File: config.mk
export PLATFORM = sky130hd
export DESIGN_NAME = sdpa_ram
export DESIGN_NICKNAME = d
export VERILOG_FILES = /design/src/sdpa_ram.sv
export SDC_FILE = /design/constraint.sdc
export NUM_CORES = 1
export LEC_CHECK = 0
export BUFFER_PORTS_ARGS = -buffer_cell sky130_fd_sc_hd__buf_2
export CORE_UTILIZATION = 25
export DETAILED_ROUTE_END_ITERATION = 12
export PLACE_DENSITY_LB_ADDON = 0.3
export SKIP_LAST_GASP = 1
export SLEW_MARGIN = 15
export SYNTH_ARGS = -nofsm -noshare
export SYNTH_HDL_FRONTEND = slang
export SYNTH_SLANG_ARGS = --single-unit
File: constraint.sdc
create_clock -name clk -period 2.2 [get_ports clk]
set_clock_uncertainty 0.2 [all_clocks]
set_input_delay 0 -clock clk [delete_from_list [all_inputs] [get_ports clk]]
set_output_delay 0 -clock clk [all_outputs]
set_load 0.005 [all_outputs]
File: src/sdpa_ram.sv
// ----------------------------------------------------------------------------
// sdpa_ram: generic simple dual-port RAM
// One write port, one read port with registered read data and read enable.
// ----------------------------------------------------------------------------
module sdpa_ram #(
    parameter int WIDTH = 16,
    parameter int DEPTH = 64
) (
    input  logic                                   clk,
    input  logic                                   we,
    input  logic [(DEPTH > 1 ? $clog2(DEPTH) : 1)-1:0] waddr,
    input  logic [WIDTH-1:0]                       wdata,
    input  logic                                   re,
    input  logic [(DEPTH > 1 ? $clog2(DEPTH) : 1)-1:0] raddr,
    output logic [WIDTH-1:0]                       rdata
);

    logic [WIDTH-1:0] mem [DEPTH];
    logic [WIDTH-1:0] rdata_reg;

    always_ff @(posedge clk)
    begin
        if (we)
        begin
            mem[waddr] <= wdata;
        end
        if (re)
        begin
            rdata_reg <= mem[raddr];
        end
    end

    assign rdata = rdata_reg;

endmodule

==> run_results.csv <==
group,metric,value,unit
outcome,outcome,"finished, violations left",
outcome,failed_checks,"setup timing",
logic_synthesis,ys_ff_latch,1040,
logic_synthesis,synthCells,1829,
worst_setup_path,crit_required,2.45,ns
logic_synthesis,synth_area,0.0402,mm²
worst_setup_path,crit_path_end,"rdata[2]",
pwr,vdd_drop_max,571,µV
route,wire_per_inst,24.1,µm
worst_setup_path,ff2ff_setup_slack,-0.10,ns
grt,antenna_found_initial,8,
timing,final_hold_viol_count,0,
final_layout,drive_gt1_frac,0.328,
logic_synthesis,synth_area_leaders,"edfxtp_1 78%, mux4_2 12%, mux2i_1 2.1%",
place,place_ws,-0.619,ns
worst_setup_path,path_class,"flip-flop to flip-flop",
floorplanning,fp.dieH,403,µm
worst_setup_path,crit_cells,5,
logic_synthesis,yosys.area.top_type_share,0.777,
logic_synthesis,synth-warning-count,0,
logic_synthesis,yosysSeqAreaShare,0.777,
timing,finalSetupViolCount,1,
clocking,cts_buffer_depth,3,
route,routed_wl,104000,µm
logic_synthesis,ys_top_cells_by_count,"1040 x edfxtp_1, 220 x mux4_2, 85 x mux2i_1",
timing,fin_ws,-0.103,ns
place,dp_hpwl,67600,µm
worst_setup_path,path_buf_inv,0,
route,vias_per_cell,4.52,
final_layout,fin_nets,2195,
logic_synthesis,synth_most_common_cell,"edfxtp_1",
grt,grt_pass1_vias,20800,
floorplanning,ios,47,
worst_setup_path,worstPathMaxFanout,1,
clocking,path_clk_slew,0.06,ns
grt,grt_use_total,0.127,
pwr,leakage,0.0155,µW
route,drt-initial-drc-count,1612,
logic_synthesis,synth_area_per_cell,22.0,µm²
logic_synthesis,synthesis.nets,1860,
place,portBuffers,46,
timing,fin_crit,2.30,ns
worst_setup_path,critical-path-top-delay-family,"multiplexers",
logic_synthesis,yosys_most_used_dff,"edfxtp_1",
logic_synthesis,synthArstFlopShare,0,
worst_setup_path,r2r_start,"mem[31][2]",
floorplanning,rows,146,
logic_synthesis,yosys.area.top_type,"edfxtp_1",
logic_synthesis,ys_types,42,
worst_setup_path,arrival,2.55,ns
final_layout,largest_reg_flops,1024,
route,ant_nets,0,
place,gp_congestion,0.821,
timing,post-route-period-util,1.05,
route,vias,19600,
timing,relSlewSlack,0.448,
final_layout,n_fill_cell,15300,
worst_setup_path,r2r_end,"rdata[2]",
worst_setup_path,cpPeakStageDelay,0.50,ns
clocking,cts-root-buf,"clkbuf_16",
worst_setup_path,crit_chain,"mux4_2 -> mux2_4 -> nand2_2 -> nand4_1 -> and4_1",
route,drc,0,
worst_setup_path,critPathLaunch,"mem[31][2]",
timing,tns,-0.103,ns
worst_setup_path,crit_path_end_kind,"flip-flop",
clocking,numCtsBuffers,109,
floorplanning,die_area,0.162,mm²
grt,grt_pass1_wl,150000,µm
timing,rsz0062_at_grt,"true",
grt,gr-total-overflow,0,
timing,timing.final.max_slew_violations,0,
route,firstDrtPassIters,6,
logic_synthesis,synth_edf_count,1040,
worst_setup_path,r2r.worst_path.cells,5,
hold_path,hp-class,"input pin to flip-flop",
floorplanning,coreArea,0.159,mm²
grt,grt_max_degree,65,
timing,worstMarginPinSlew,0.824,ns
floorplanning,fp.dieW,403,µm
flow_run,maxCapViolations,0,
clocking,insertion_delay,0.70,ns
worst_setup_path,crit_path_start_kind,"flip-flop",
clocking,cts_tree,"built",
floorplanning,start_util,0.253,
final_layout,syn_to_final_growth,21.9,%
worst_setup_path,slowest_stage,"mux4_2",
final_layout,stdcell_count,4323,
place,dpl.cell_count,4100,
pwr,p_per_area,855,mW/mm²
clocking,clock-sinks,1040,
timing,clock.fmax,434,MHz
clocking,htreeDepth,3,
pwr,p_total,41900,µW
## layout make-up
| type | instances | area, µm² | area share |
|---|---|---|---|
| Antenna cell | 1 | 2.50 | 0.0000511 |
| Clock buffer | 139 | 2860 | 0.0584 |
| Clock inverter | 58 | 495 | 0.0101 |
| Multi-Input combinational cell | 685 | 8520 | 0.174 |
| Sequential cell | 1040 | 31200 | 0.637 |
| Tap cell | 2072 | 2590 | 0.0529 |
| Timing Repair Buffer | 328 | 3290 | 0.0672 |
## logic make-up (layout without fill, tap and decap cells)
group	after synthesis	after routing	share of synthesized area
simple gates	220	220	0.0264
mux	336	336	0.155
flops	1040	1040	0.777
compound gates	129	129	0.0240
buf+inv	104	525	0.0182
other cells	0	1	0
## timing repair
action                                   CTS  global route
hold buffers                              27             0
pin swaps                                 13            29
hold endpoints to repair                1201             0
resized for setup                         24            26
endpoints found under the setup margin    11            13
buffers inserted                           0             0
## worst min-delay path, delay by kind of cell
kind                   cells  cell delay (ns)
AND/OR/NAND/NOR            1             0.15
AO/OA/AOI/OAI              2             0.28
buffers and inverters      2             0.39
## stage by stage
stage / util / instance area [µm²] / hold slack (ns)
after detailed placement: 0.284 / 45100 / 0.225
after global placement: 0.284 / 45100 / 0.214
after global routing: 0.308 / 49000 / 0.0750
final: 0.308 / 49000 / 0.0772
after CTS: 0.307 / 48900 / 0.0370
after floorplan: - / 40200 / -0.101
## worst min-delay path by stage
| stage | to | cells past startpoint | startpoint | slack [ns] |
|---|---|---|---|---|
| finish | rdata[1] | 5 | raddr[3] | 0.08 |
| global route | mem[3][8] | 6 | we | 0.08 |
| CTS | mem[3][7] | 6 | we | 0.04 |
| detailed placement | rdata[6] | 1 | rdata[6] | 0.22 |
| global placement | rdata[6] | 1 | rdata[6] | 0.21 |
| floorplan | mem[0][0] | 0 | wdata[0] | -0.10 |
## placed cells by master, fill, tap and decap left out, types with 4 or more instances in the layout
master,count
nand4_1,12
buf_4,185
clkinv_1,24
buf_12,67
a221oi_2,6
a22oi_2,6
clkbuf_16,110
clkbuf_1,29
a211o_1,8
o21ai_0,5
nor2_1,72
a211oi_1,8
a21oi_1,17
edfxtp_1,1040
clkinv_2,21
a22o_1,6
nand3_2,5
mux2_2,24
and4_1,5
a41oi_1,5
dlygate4sd3_1,27
buf_6,4
mux4_1,4
nor2b_1,29
mux4_2,220
a311oi_2,4
a221o_1,6
a221oi_1,8
a22oi_1,33
mux2i_1,80
bufinv_16,6
a311oi_1,4
buf_2,43
nand3_1,19
nand2_1,57
## routing by layer
layer | share of wire | track usage
met5 | 0.00035 | 0
met3 | 0.061 | 0.0305
met1 | 0.44 | 0.170
met2 | 0.48 | 0.209
met4 | 0.020 | 0.0302
## report_power, final
part           internal [µW]  switching (µW)
combinational           1040            1440
clock                   9880            7490
sequential             22000            63.7
total                  32900            8990
Note: power is estimated with default switching activity, not from simulation.
