<file path="src/sdpa_pkg.sv">
// ----------------------------------------------------------------------------
// sdpa_pkg: shared types and constants for the attention block
// Request and result payloads, divider chain control, sequencer states and
// the constant-table generators.
// ----------------------------------------------------------------------------
package sdpa_pkg;

    localparam logic [1:0] KIND_KEY   = 2'd0;
    localparam logic [1:0] KIND_VALUE = 2'd1;
    localparam logic [1:0] KIND_MASK  = 2'd2;
    localparam logic [1:0] KIND_QUERY = 2'd3;

    localparam logic [2:0] CFG_SCALE       = 3'd0;
    localparam logic [2:0] CFG_KEY_COUNT   = 3'd1;
    localparam logic [2:0] CFG_HEAD_WIDTH  = 3'd2;
    localparam logic [2:0] CFG_VALUE_WIDTH = 3'd3;
    localparam logic [2:0] CFG_MASK_ENABLE = 3'd4;

    // quotient bits produced by the divider chain, one per cell
    localparam int QUO_W = 17;

    localparam logic signed [31:0] MASKED_SCORE = -32'sd655360000;

    typedef struct packed {
        logic [1:0]         kind;
        logic [5:0]         row;
        logic [5:0]         col;
        logic signed [15:0] data;
        logic               mask_bit;
    } sdpa_in_t;

    typedef struct packed {
        logic signed [15:0] out_value;
        logic [5:0]         out_col;
        logic               last;
    } sdpa_out_t;

    typedef struct packed {
        logic       valid;
        logic       sat;
        logic       neg;
        logic [5:0] col;
        logic       last;
    } div_ctl_t;

    typedef enum logic [2:0] {
        ST_IDLE,
        ST_DOT,
        ST_DOT_DRAIN,
        ST_EXP,
        ST_ACC,
        ST_ACC_DRAIN
    } seq_state_t;

    function automatic logic [6:0] clamp_cnt(input logic [6:0] v, input int hi);
        if (v == 7'd0) return 7'd1;
        if (int'(v) > hi) return 7'(hi);
        return v;
    endfunction

    // round(4096/sqrt(n)): largest r with (2r-1)^2 * n <= 2^26
    function automatic logic [12:0] inv_sqrt_q12(input int n);
        logic [63:0] lo;
        logic [63:0] hi;
        logic [63:0] mid;
        logic [63:0] t;
        lo = 64'd1;
        hi = 64'd4096;
        for (int i = 0; i < 14; i++) begin
            if (lo < hi) begin
                mid = (lo + hi + 64'd1) >> 1;
                t = 2 * mid - 64'd1;
                if (t * t * 64'(n) <= 64'h400_0000) lo = mid;
                else hi = mid - 64'd1;
            end
        end
        return 13'(lo);
    endfunction

    // exp(-k/16) in Q1.16 by repeated fixed-point steps
    function automatic logic [16:0] exp_entry(input int k);
        logic [63:0] t;
        t = 64'h1_0000_0000;
        for (int i = 0; i < k; i++) begin
            t = (t * 64'd4034748382 + 64'h8000_0000) >> 32;
        end
        return 17'((t + 64'd32768) >> 16);
    endfunction

endpackage

</file>
<file path="src/sdpa_div_cell.sv">
// ----------------------------------------------------------------------------
// sdpa_div_cell: one restoring-division step
// Resolves one quotient bit and hands remainder and shifted divisor on.
// ----------------------------------------------------------------------------
module sdpa_div_cell #(
    parameter int W = 42
) (
    input  logic                        clk,
    input  logic                        rst_n,
    input  logic                        adv,
    input  sdpa_pkg::div_ctl_t          ctl,
    input  logic [W-1:0]                rem,
    input  logic [W-1:0]                dsh,
    input  logic [sdpa_pkg::QUO_W-1:0]  quo,
    output sdpa_pkg::div_ctl_t          held_ctl,
    output logic [W-1:0]                held_rem,
    output logic [W-1:0]                held_dsh,
    output logic [sdpa_pkg::QUO_W-1:0]  held_quo
);
    import sdpa_pkg::*;

    div_ctl_t         ctl_reg;
    logic [W-1:0]     rem_reg;
    logic [W-1:0]     dsh_reg;
    logic [QUO_W-1:0] quo_reg;
    logic             ge;

    assign ge = (rem >= dsh);

    always_ff @(posedge clk or negedge rst_n)
    begin
        if (!rst_n)
        begin
            ctl_reg <= '0;
        end
        else if (adv)
        begin
            ctl_reg <= ctl;
        end
    end

    always_ff @(posedge clk)
    begin
        if (adv)
        begin
            rem_reg <= ge ? rem - dsh : rem;
            dsh_reg <= dsh >> 1;
            quo_reg <= {quo[QUO_W-2:0], ge};
        end
    end

    assign held_ctl = ctl_reg;
    assign held_rem = rem_reg;
    assign held_dsh = dsh_reg;
    assign held_quo = quo_reg;

endmodule

</file>
<file path="config.mk">
export PLATFORM = sky130hd
export DESIGN_NAME = sdpa_div_cell
export DESIGN_NICKNAME = d
export VERILOG_FILES = /design/src/sdpa_pkg.sv /design/src/sdpa_div_cell.sv
export SDC_FILE = /design/constraint.sdc
export NUM_CORES = 1
export LEC_CHECK = 0
export ABC_AREA = 1
export BUFFER_PORTS_ARGS = -buffer_cell sky130_fd_sc_hd__buf_2
export CORE_MARGIN = 3
export CORE_UTILIZATION = 38
export DETAILED_ROUTE_END_ITERATION = 6
export PLACE_DENSITY_LB_ADDON = 0.25
export SLEW_MARGIN = 25
export SYNTH_ARGS = -nofsm -noshare
export SYNTH_HDL_FRONTEND = slang
export SYNTH_SLANG_ARGS = --single-unit
</file>
<file path="constraint.sdc">
create_clock -name clk -period 1.95 [get_ports clk]
set_clock_uncertainty 0.15 [all_clocks]
set_input_delay 0.39 -clock clk [delete_from_list [all_inputs] [get_ports clk]]
set_output_delay 0.39 -clock clk [all_outputs]
set_load 0.005 [all_outputs]
</file>
==> results.py, run 1 <==
metrics = {
    "worst_hold_path": {
        "holdPathStages": 1,
        "worst_hold_path.endpoint": "held_quo[10]",
        "min-delay-start": "quo[9]",
        "hp-class": "in2reg",
    },
    "finish": {
        "regArea_um2": 3250,
        "stdcell_count": 1665,
        "drive_above_1_share": 0.509,
        "num_antenna_cells": 0,
        "final_nets": 1557,
        "final_area_um2": 12200,
        "final_util": 0.642,
        "fill_cells": 1645,
        "area_growth_syn_to_layout_pct": 63.0,
        "multiInputGateArea_um2": 4880,
    },
    "timing": {
        "final-setup-viol-count": 42,
        "hold_slack_ps": 42.2,
        "rsz0062_at_grt": "true",
        "setup_tns_ps": -3820,
        "drv_slew": 0,
        "fin_crit_sh": 1.09,
        "report.final.hold_viol_count": 0,
        "period_minus_slack_ps": 2120,
        "fmax_ghz": 0.471,
        "setup_slack_ps": -174,
    },
    "setup_path": {
        "cp.arrival_ps": 2090,
        "reg2reg_slack_ps": 1030,
        "timing.rr.start": "held_ctl[9]",
        "reg2reg_depth": 1,
        "crit_fanout": 4,
        "worst_setup_path_end_kind": "flip-flop",
        "critical_path_class": "in2reg",
        "r2r_end": "held_ctl[9]",
        "cp.required_ps": 1910,
        "cp-start-kind": "input port",
    },
    "global_route": {
        "grt_pass1_wl_mm": 38.9,
        "grtUsageTotal": 0.228,
        "grt_start_max_net_pins": 42,
        "antenna_found_initial": 0,
        "overflow": 0,
        "grt_pass1_vias": 7480,
    },
    "routing": {
        "drt_iter0_markers": 407,
        "ant_nets": 0,
        "drc_errors": 0,
        "vias": 7633,
        "drt-total-wl_mm": 25.6,
        "drtPass1Iterations": 7,
        "routedWlPerCell_um": 15.4,
        "via_per_inst": 4.58,
    },
    "clock_tree": {
        "clk_path_buf_depth": 2,
        "clock_latency_ps": 360,
        "cts_root_buffer": "clkbuf_16",
        "cts-buffers-inserted": 9,
        "cts_sinks": 110,
        "htreeDepth": 3,
        "clkTransAtPathRegs_ps": 80,
        "cts_tree": "built",
    },
    "synthesis": {
        "yosysTopAreaCellShare": 0.400,
        "synthArstFlopShare": 0.0909,
        "synth_edf_count": 100,
        "synth_top_cell_by_area": "edfxtp_1",
        "synthCells": 992,
        "synthFlopType": "edfxtp_1",
        "synthTopCellsByArea": "edfxtp_1 (40%), nand2_1 (19%), inv_1 (9.3%)",
        "synth_warnings": 0,
        "netlist_area_um2": 7520,
        "ys_seq_area_frac": 0.433,
        "synth.avg_cell_area_um2": 7.58,
        "synthDistinctLibCells": 35,
        "ys_ff_latch": 110,
        "synth.most_common_cell": "nand2_1",
        "synth_top_cells_by_count": "nand2_1 (378), inv_1 (187), edfxtp_1 (100)",
        "synth_nets": 1149,
    },
    "outcome": {
        "outcome": "finished with violations",
        "violations": "setup timing",
    },
    "floorplanning": {
        "die_x_um": 147,
        "core-area_um2": 19100,
        "die_area_um2": 21500,
        "rows": 50,
        "ios": 225,
        "die_h_um": 147,
        "initial_core_util": 0.394,
    },
    "power_and_ir_drop": {
        "power_density_nw_per_um2": 632,
        "p_leak_nw": 6.19,
        "ir_drop_uv": 403,
    },
    "job": {
        "cap_violations": 0,
    },
    "place": {
        "placed_cell_area_um2": 10700,
        "port_buffers": 222,
        "placedCellCount": 1622,
        "post-dp-hpwl_mm": 19.6,
        "gp_congestion": 0.937,
    },
}
==> layout make-up <==
type | instances | area share
repair buffers | 404 | 0.221
multi-input cells | 683 | 0.398
flip-flops and latches | 110 | 0.266
repair inverters | 3 | 0.00398
well taps | 260 | 0.0266
clock inverters | 6 | 0.00449
inverters | 189 | 0.0615
clock buffers | 10 | 0.0187
==> where the power goes <==
| group | total [W] | switching (W) | leakage, nW | internal, W |
|---|---|---|---|---|
| sequential | 0.00294 | 0.0000630 | 1.09 | 0.00288 |
| clock | 0.00184 | 0.000945 | 0.141 | 0.000896 |
| combinational | 0.00296 | 0.00159 | 4.95 | 0.00137 |
| total | 0.00774 | 0.00260 | 6.19 | 0.00515 |
==> metal layers <==
| layer | wire length (um) | up-vias | part of all wire | global-route usage |
|---|---|---|---|---|
| li1 | - | 3912 | - | - |
| met4 | 480 | 0 | 0.019 | 0.0682 |
| met5 | 0 | - | 0 | 0 |
| met3 | 1210 | 26 | 0.047 | 0.0338 |
| met1 | 12100 | 3482 | 0.47 | 0.321 |
| met2 | 11800 | 213 | 0.46 | 0.364 |
==> flip-flops by register name, indices dropped and copies added, names as in the netlist <==
name	cells
held_rem	42
held_dsh	41
held_quo	17
held_ctl	10
==> cells by family after synthesis <==
kind of cell	Yosys count	share of synthesized area
simple gates	548	0.305
buf+inv	199	0.107
flops	110	0.433
compound gates	59	0.0418
fa+ha+maj	43	0.0726
xor+xnor	22	0.0256
mux	10	0.0150
other cells	1	0.000499
==> how the worst max path moves through the flow <==
stage | to | slack (ps) | depth (start not counted) | start
floorplan | held_rem[36] | -170 | 13 | rem[0]
global placement | held_rem[40] | -780 | 16 | rem[0]
detailed placement | held_rem[40] | -820 | 16 | rem[0]
CTS | held_rem[23] | -130 | 15 | rem[0]
global route | held_rem[20] | -250 | 16 | dsh[27]
finish | held_rem[20] | -170 | 14 | rem[0]
==> timing repair <==
item,CTS,global route
setup endpoints to repair,43,43
resized for setup,130,157
hold buffers,1,0
pin swaps,40,32
buffers inserted,14,9
gates cloned,1,2
endpoints found under the hold margin,10,0
==> stage by stage <==
stage	power (W)	worst slack, ps
6_report	0.00774	-174
5_1_grt	0.00817	-250
4_1_cts	0.00751	-127
3_5_place_dp	0.00541	-820
3_3_place_gp	0.00538	-779
2_1_floorplan	0.00426	-171
==> worst max-delay path: stages <==
cell and delay [ps]:
buf_8 110, inv_12 40, ha_4 130, inv_4 30, fa_2 380, nand2_2 90, nand3_2 70, and2_4 150
nand3b_1 130, nand3_4 140, xor2_1 200, buf_4 140, nand2_2 50, nand2_1 40
==> cells in the final DEF, fill, tap and decap left out, types with 5 or more instances in the layout <==
cell type    n
o21ai_0      8
nand3_4      6
nand2_2     86
nand3_1     16
a21oi_4      5
inv_2       16
nand2_4     23
a21oi_1     19
clkbuf_16    9
dfrtp_1     10
nand2_1    287
xor2_1      22
nand3_2     30
buf_2      211
buf_6       20
ha_4        39
a21oi_2     16
nand3b_1     7
nor2_2      23
buf_12       8
buf_4      161
nor2_1      31
inv_1      169
nor2_4      21
mux2_2      10
edfxtp_1   100
Note: power is estimated with default switching activity, not from simulation.
==> inputs of run 2 (changes only) <==
--- a/config.mk
+++ b/config.mk
@@ -10,7 +10,7 @@
 export CORE_MARGIN = 3
 export CORE_UTILIZATION = 38
 export DETAILED_ROUTE_END_ITERATION = 6
-export PLACE_DENSITY_LB_ADDON = 0.25
+export PLACE_DENSITY_LB_ADDON = 0.1
 export SLEW_MARGIN = 25
 export SYNTH_ARGS = -nofsm -noshare
 export SYNTH_HDL_FRONTEND = slang
==> results.py, run 2 (synthesized netlist as in run 1, its figures left out) <==
metrics = {
    "clock_tree": {
        "htreeDepth": 3,
        "clock_latency_ps": 360,
        "cts_sinks": 110,
        "cts-buffers-inserted": 9,
        "cts_root_buffer": "clkbuf_16",
        "clk_path_buf_depth": 2,
        "cts_tree": "built",
        "clkTransAtPathRegs_ps": 80,
    },
    "outcome": {
        "outcome": "finished with violations",
        "violations": "setup timing",
    },
    "finish": {
        "area_growth_syn_to_layout_pct": 63.3,
        "final_util": 0.643,
        "layout_common_cells": "nand2_1 (276), buf_2 (198), inv_1 (159), buf_4 (150), edfxtp_1 (100)",
        "drive_above_1_share": 0.516,
        "final_nets": 1538,
        "final_area_um2": 12300,
        "num_antenna_cells": 0,
        "layout_commonest_cell": "nand2_1",
        "largest_reg_flops": 42,
    },
    "timing": {
        "setup_slack_ps": -143,
        "fin_crit_sh": 1.07,
        "fmax_ghz": 0.478,
        "final-setup-viol-count": 42,
        "drv_slew": 0,
        "report.final.hold_viol_count": 0,
        "period_minus_slack_ps": 2090,
        "rsz0062_at_grt": "true",
    },
    "global_route": {
        "grt_pass1_vias": 7352,
        "grtUsageTotal": 0.221,
        "overflow": 0,
        "grt_start_max_net_pins": 51,
        "grt_pass1_wl_mm": 37.8,
        "antenna_found_initial": 0,
    },
    "setup_path": {
        "path_common_cell": "nand2_4",
        "cp.arrival_ps": 2070,
        "worst_setup_path_end_kind": "flip-flop",
        "crit_buf_inv": 3,
        "r2r_end": "held_ctl[9]",
        "reg2reg_depth": 1,
        "crit_fanout": 8,
        "cpLargestDelayFamily": "simple AND/OR/NAND/NOR gates",
        "worstSetupStartpoint": "rem[7]",
        "crit_path_cell_trace": "buf_2 > ha_4 > nand2_4 > nor2_4 > nand3_2 > nand3_4 > nand2_4 > nand3_4 > nand2_4 > nand2_8 > clkinv_8 > clkbuf_16 > nand2_4 > nand2_2",
        "cp.depth": 14,
        "cp_slowest_cell": "ha_4",
        "critical_path_class": "in2reg",
        "endpoint": "held_rem[2]",
        "slowest_delay_ps": 310,
        "cp.required_ps": 1930,
        "timing.rr.start": "held_ctl[9]",
        "cp-start-kind": "input port",
        "reg2reg_slack_ps": 1040,
    },
    "floorplanning": {
        "rows": 50,
        "initial_core_util": 0.394,
        "die_area_um2": 21500,
        "die_x_um": 147,
        "ios": 225,
        "core-area_um2": 19100,
        "die_h_um": 147,
    },
    "place": {
        "placed_cell_area_um2": 10600,
        "post-dp-hpwl_mm": 19.6,
        "port_buffers": 222,
        "place_ws_ps": -731,
        "gp_congestion": 0.922,
    },
    "routing": {
        "ant_nets": 0,
        "via_per_inst": 4.62,
        "drc_errors": 0,
        "vias": 7603,
        "drtPass1Iterations": 5,
        "routedWlPerCell_um": 15.3,
        "drt-total-wl_mm": 25.2,
        "drt_iter0_markers": 395,
    },
    "worst_hold_path": {
        "hp-class": "in2reg",
    },
    "job": {
        "cap_violations": 0,
    },
    "power_and_ir_drop": {
        "p_leak_nw": 6.14,
        "power_density_nw_per_um2": 631,
        "ir_drop_uv": 432,
    },
}
==> run 2: cell count changes in the layout (fill, tap and decap cells not counted), sizes merged <==
cell and change:
clkbuf +4, buf -20, clkinvlp +2, inv -1, clkinv -4
==> run 2: cell type report <==
type / instances / area, um2
clock buffer: 10 / 229
clock inverter: 6 / 52.6
inverter: 189 / 742
sequential: 110 / 3250
multi-input combinational: 683 / 4960
fill: 1685 / 6810
tap: 260 / 325
timing repair buffer: 388 / 2710
==> run 2: power breakdown <==
| group | internal (W) | switching (W) | total, W |
|---|---|---|---|
| logic | 0.00139 | 0.00156 | 0.00295 |
| registers | 0.00288 | 0.0000621 | 0.00294 |
| clock network | 0.000894 | 0.000958 | 0.00185 |
==> run 2: what timing repair did <==
action / in CTS / in global routing
buffers inserted: 5 / 14
endpoints found under the hold margin: 10 / 0
setup endpoints to repair: 43 / 43
hold buffers: 1 / 0
pin swaps: 17 / 80
gates resized for setup: 80 / 237
cloned: 0 / 4
==> run 2: worst min-delay path by stage <==
stage,from,to,depth (start not counted)
finish,dsh[5],held_dsh[4],1
global route,quo[5],held_quo[6],1
CTS,quo[3],held_quo[4],1
detailed placement,rst_n,held_ctl[3],1
global placement,rst_n,held_ctl[3],1
floorplan,rst_n,held_ctl[0],0
==> run 2: per-stage QoR <==
step	TNS [ps]	hold WS (ps)	total power, W	instances
finish	-4390	44.7	0.00774	1646
global route	-6860	29.1	0.00819	1646
CTS	-2620	38.2	0.00739	1628
detailed placement	-27090	105	0.00540	1607
global placement	-26620	103	0.00539	1607
floorplan	-6560	-55.6	0.00426	992
==> run 2: per-layer routing <==
metal,vias up,global-route usage,share of wire
li1,3880,-,-
met1,3461,0.311,0.46
met2,240,0.361,0.46
met3,22,0.0357,0.060
met4,0,0.0452,0.013
met5,-,0,0
==> inputs of run 3 (changes only) <==
--- a/config.mk
+++ b/config.mk
@@ -6,10 +6,10 @@
 export NUM_CORES = 1
 export LEC_CHECK = 0
 export ABC_AREA = 1
-export BUFFER_PORTS_ARGS = -buffer_cell sky130_fd_sc_hd__buf_2
 export CORE_MARGIN = 3
-export CORE_UTILIZATION = 38
+export CORE_UTILIZATION = 55
 export DETAILED_ROUTE_END_ITERATION = 6
+export DONT_BUFFER_PORTS = 1
 export PLACE_DENSITY_LB_ADDON = 0.1
 export SLEW_MARGIN = 25
 export SYNTH_ARGS = -nofsm -noshare
==> results.py, run 3 (synthesized netlist as in run 1, its figures left out) <==
metrics = {
    "outcome": {
        "outcome": "finished with violations",
        "violations": "setup timing",
    },
    "finish": {
        "largest_reg_flops": 42,
        "final_area_um2": 10800,
        "num_antenna_cells": 0,
        "area_growth_syn_to_layout_pct": 43.7,
        "layout_common_cells": "nand2_1 (329), inv_1 (178), buf_4 (123), edfxtp_1 (100), dlygate4sd3_1 (61)",
        "layout_commonest_cell": "nand2_1",
        "final_nets": 1351,
        "stdcell_count": 1375,
        "drive_above_1_share": 0.295,
    },
    "worst_hold_path": {
        "holdPathStages": 1,
        "hp-class": "in2reg",
        "worst_hold_path.endpoint": "held_ctl[4]",
        "min-delay-start": "ctl[4]",
    },
    "setup_path": {
        "reg2reg_slack_ps": 970,
        "slowest_delay_ps": 320,
        "cp.required_ps": 1920,
        "timing.rr.start": "held_ctl[2]",
        "worst_setup_path_end_kind": "flip-flop",
        "reg2reg_depth": 1,
        "crit_path_cell_trace": "inv_1 > ha_4 > nand2_4 > buf_6 > nor2_4 > nand2_2 > nor2_4 > nand2_2 > nand3_4 > nand2_8 > nand2_8 > buf_12 > inv_16 > nand2_2 > nand2_1",
        "r2r_end": "held_ctl[2]",
        "worstSetupStartpoint": "dsh[17]",
        "crit_fanout": 21,
        "critical_path_class": "in2reg",
        "cp_slowest_cell": "ha_4",
        "path_common_cell": "nand2_2",
        "cp-start-kind": "input port",
        "cp.arrival_ps": 2100,
    },
    "timing": {
        "report.final.hold_viol_count": 0,
        "drv_slew": 0,
        "setup_slack_ps": -182,
        "fin_crit_sh": 1.09,
        "final-setup-viol-count": 42,
        "timing.slew.headroom": 0.429,
        "worst_pin_slew_ps": 854,
        "rsz0062_at_grt": "true",
        "period_minus_slack_ps": 2130,
        "fmax_ghz": 0.469,
        "setup_tns_ps": -6010,
    },
    "global_route": {
        "grtUsageTotal": 0.370,
        "grt_util_met3": 0.102,
        "grt_busiest_layer": "met2",
        "overflow": 0,
        "use_met1": 0.437,
        "grt_pass1_wl_mm": 41.8,
        "antenna_found_initial": 0,
        "grt_pass1_vias": 7740,
        "grt_start_max_net_pins": 80,
        "use_met2": 0.629,
    },
    "place": {
        "placedCellCount": 1275,
        "post-dp-hpwl_mm": 18.4,
        "port_buffers": 0,
        "gp_congestion": 0.970,
        "place_ws_ps": -640,
        "placed_cell_area_um2": 9170,
    },
    "floorplanning": {
        "core-area_um2": 13300,
        "ios": 225,
        "initial_core_util": 0.565,
        "die_x_um": 123,
        "rows": 42,
        "die_h_um": 123,
        "die_area_um2": 15100,
    },
    "routing": {
        "drc_errors": 0,
        "via_per_inst": 5.55,
        "drtPass1Iterations": 5,
        "drt-total-wl_mm": 28.3,
        "ant_nets": 0,
        "vias": 7637,
        "routedWlPerCell_um": 20.6,
        "drt_iter0_markers": 683,
    },
    "power_and_ir_drop": {
        "power_density_nw_per_um2": 680,
        "ir_drop_uv": 679,
        "p_leak_nw": 5.17,
    },
    "clock_tree": {
        "clkTransAtPathRegs_ps": 80,
        "cts_tree": "built",
        "cts_sinks": 110,
        "clk_path_buf_depth": 2,
        "htreeDepth": 3,
        "clock_latency_ps": 360,
        "cts_root_buffer": "clkbuf_16",
        "cts-buffers-inserted": 9,
    },
    "job": {
        "cap_violations": 0,
    },
}
-- run 3: changes by cell type in the layout (fill, tap and decap cells not counted), moves of 11 or more --
| cell | before | now |
|---|---|---|
| a21oi_1 | 15 | 30 |
| inv_1 | 159 | 178 |
| a21oi_2 | 24 | 8 |
| buf_4 | 150 | 123 |
| nor2_1 | 34 | 46 |
| nand2_1 | 276 | 329 |
| inv_2 | 25 | 6 |
| buf_6 | 23 | 4 |
| nand2_4 | 31 | 7 |
| nand2_2 | 86 | 59 |
| buf_2 | 198 | 0 |
| dlygate4sd3_1 | 1 | 61 |
| nor2_4 | 25 | 14 |
-- run 3: cell type report --
class                   count  area, um2
multi-input cells         684       4450
inverters                 189        753
clock buffers              10        229
fillers                   799       2500
flip-flops and latches    110       3250
well taps                 176        220
clock inverters             6       67.6
repair inverters            4       68.8
repair buffers            196       1750
-- run 3: per-stage QoR --
stage               utilization  total power, W  hold slack [ps]
floorplan                     -         0.00426            -55.6
global route              0.812         0.00762             15.9
CTS                       0.805         0.00715             5.26
global placement          0.690         0.00486            -55.4
detailed placement        0.690         0.00493            -55.3
finish                    0.812         0.00735             24.5
-- run 3: what timing repair did --
action / CTS / global route
endpoints found under the hold margin: 85 / 10
gates resized for setup: 116 / 18
cloned: 7 / 0
hold buffers: 60 / 1
buffers inserted: 13 / 3
setup endpoints to repair: 42 / 42
pin swaps: 20 / 9
-- run 3: worst max path at each step --
stage,end,slack (ps),cells after the start
5_1_grt,held_rem[24],-230,15
4_1_cts,held_rem[14],-40,13
2_1_floorplan,held_rem[36],-170,13
3_3_place_gp,held_rem[19],-510,12
6_report,held_rem[14],-180,15
3_5_place_dp,held_rem[23],-640,13
-- run 3: report_power, final --
part / internal (W) / leakage, nW / switching (W)
Clock: 0.000909 / 0.144 / 0.000972
Combinational: 0.00108 / 3.93 / 0.00135
Sequential: 0.00289 / 1.09 / 0.000146
Total: 0.00487 / 5.17 / 0.00247
-- run 3: layer usage --
layer  share of wire  vias up
li1                -     3509
met1            0.37     3512
met2            0.48      505
met3            0.10      111
met4           0.047        0
met5               0        -
-- run 3: worst max-delay path: cells and delay by family --
kind                       cells  cell delay (ps)
and+or+nand+nor               10              980
buffers and inverters          4              400
adders and majority gates      1              320
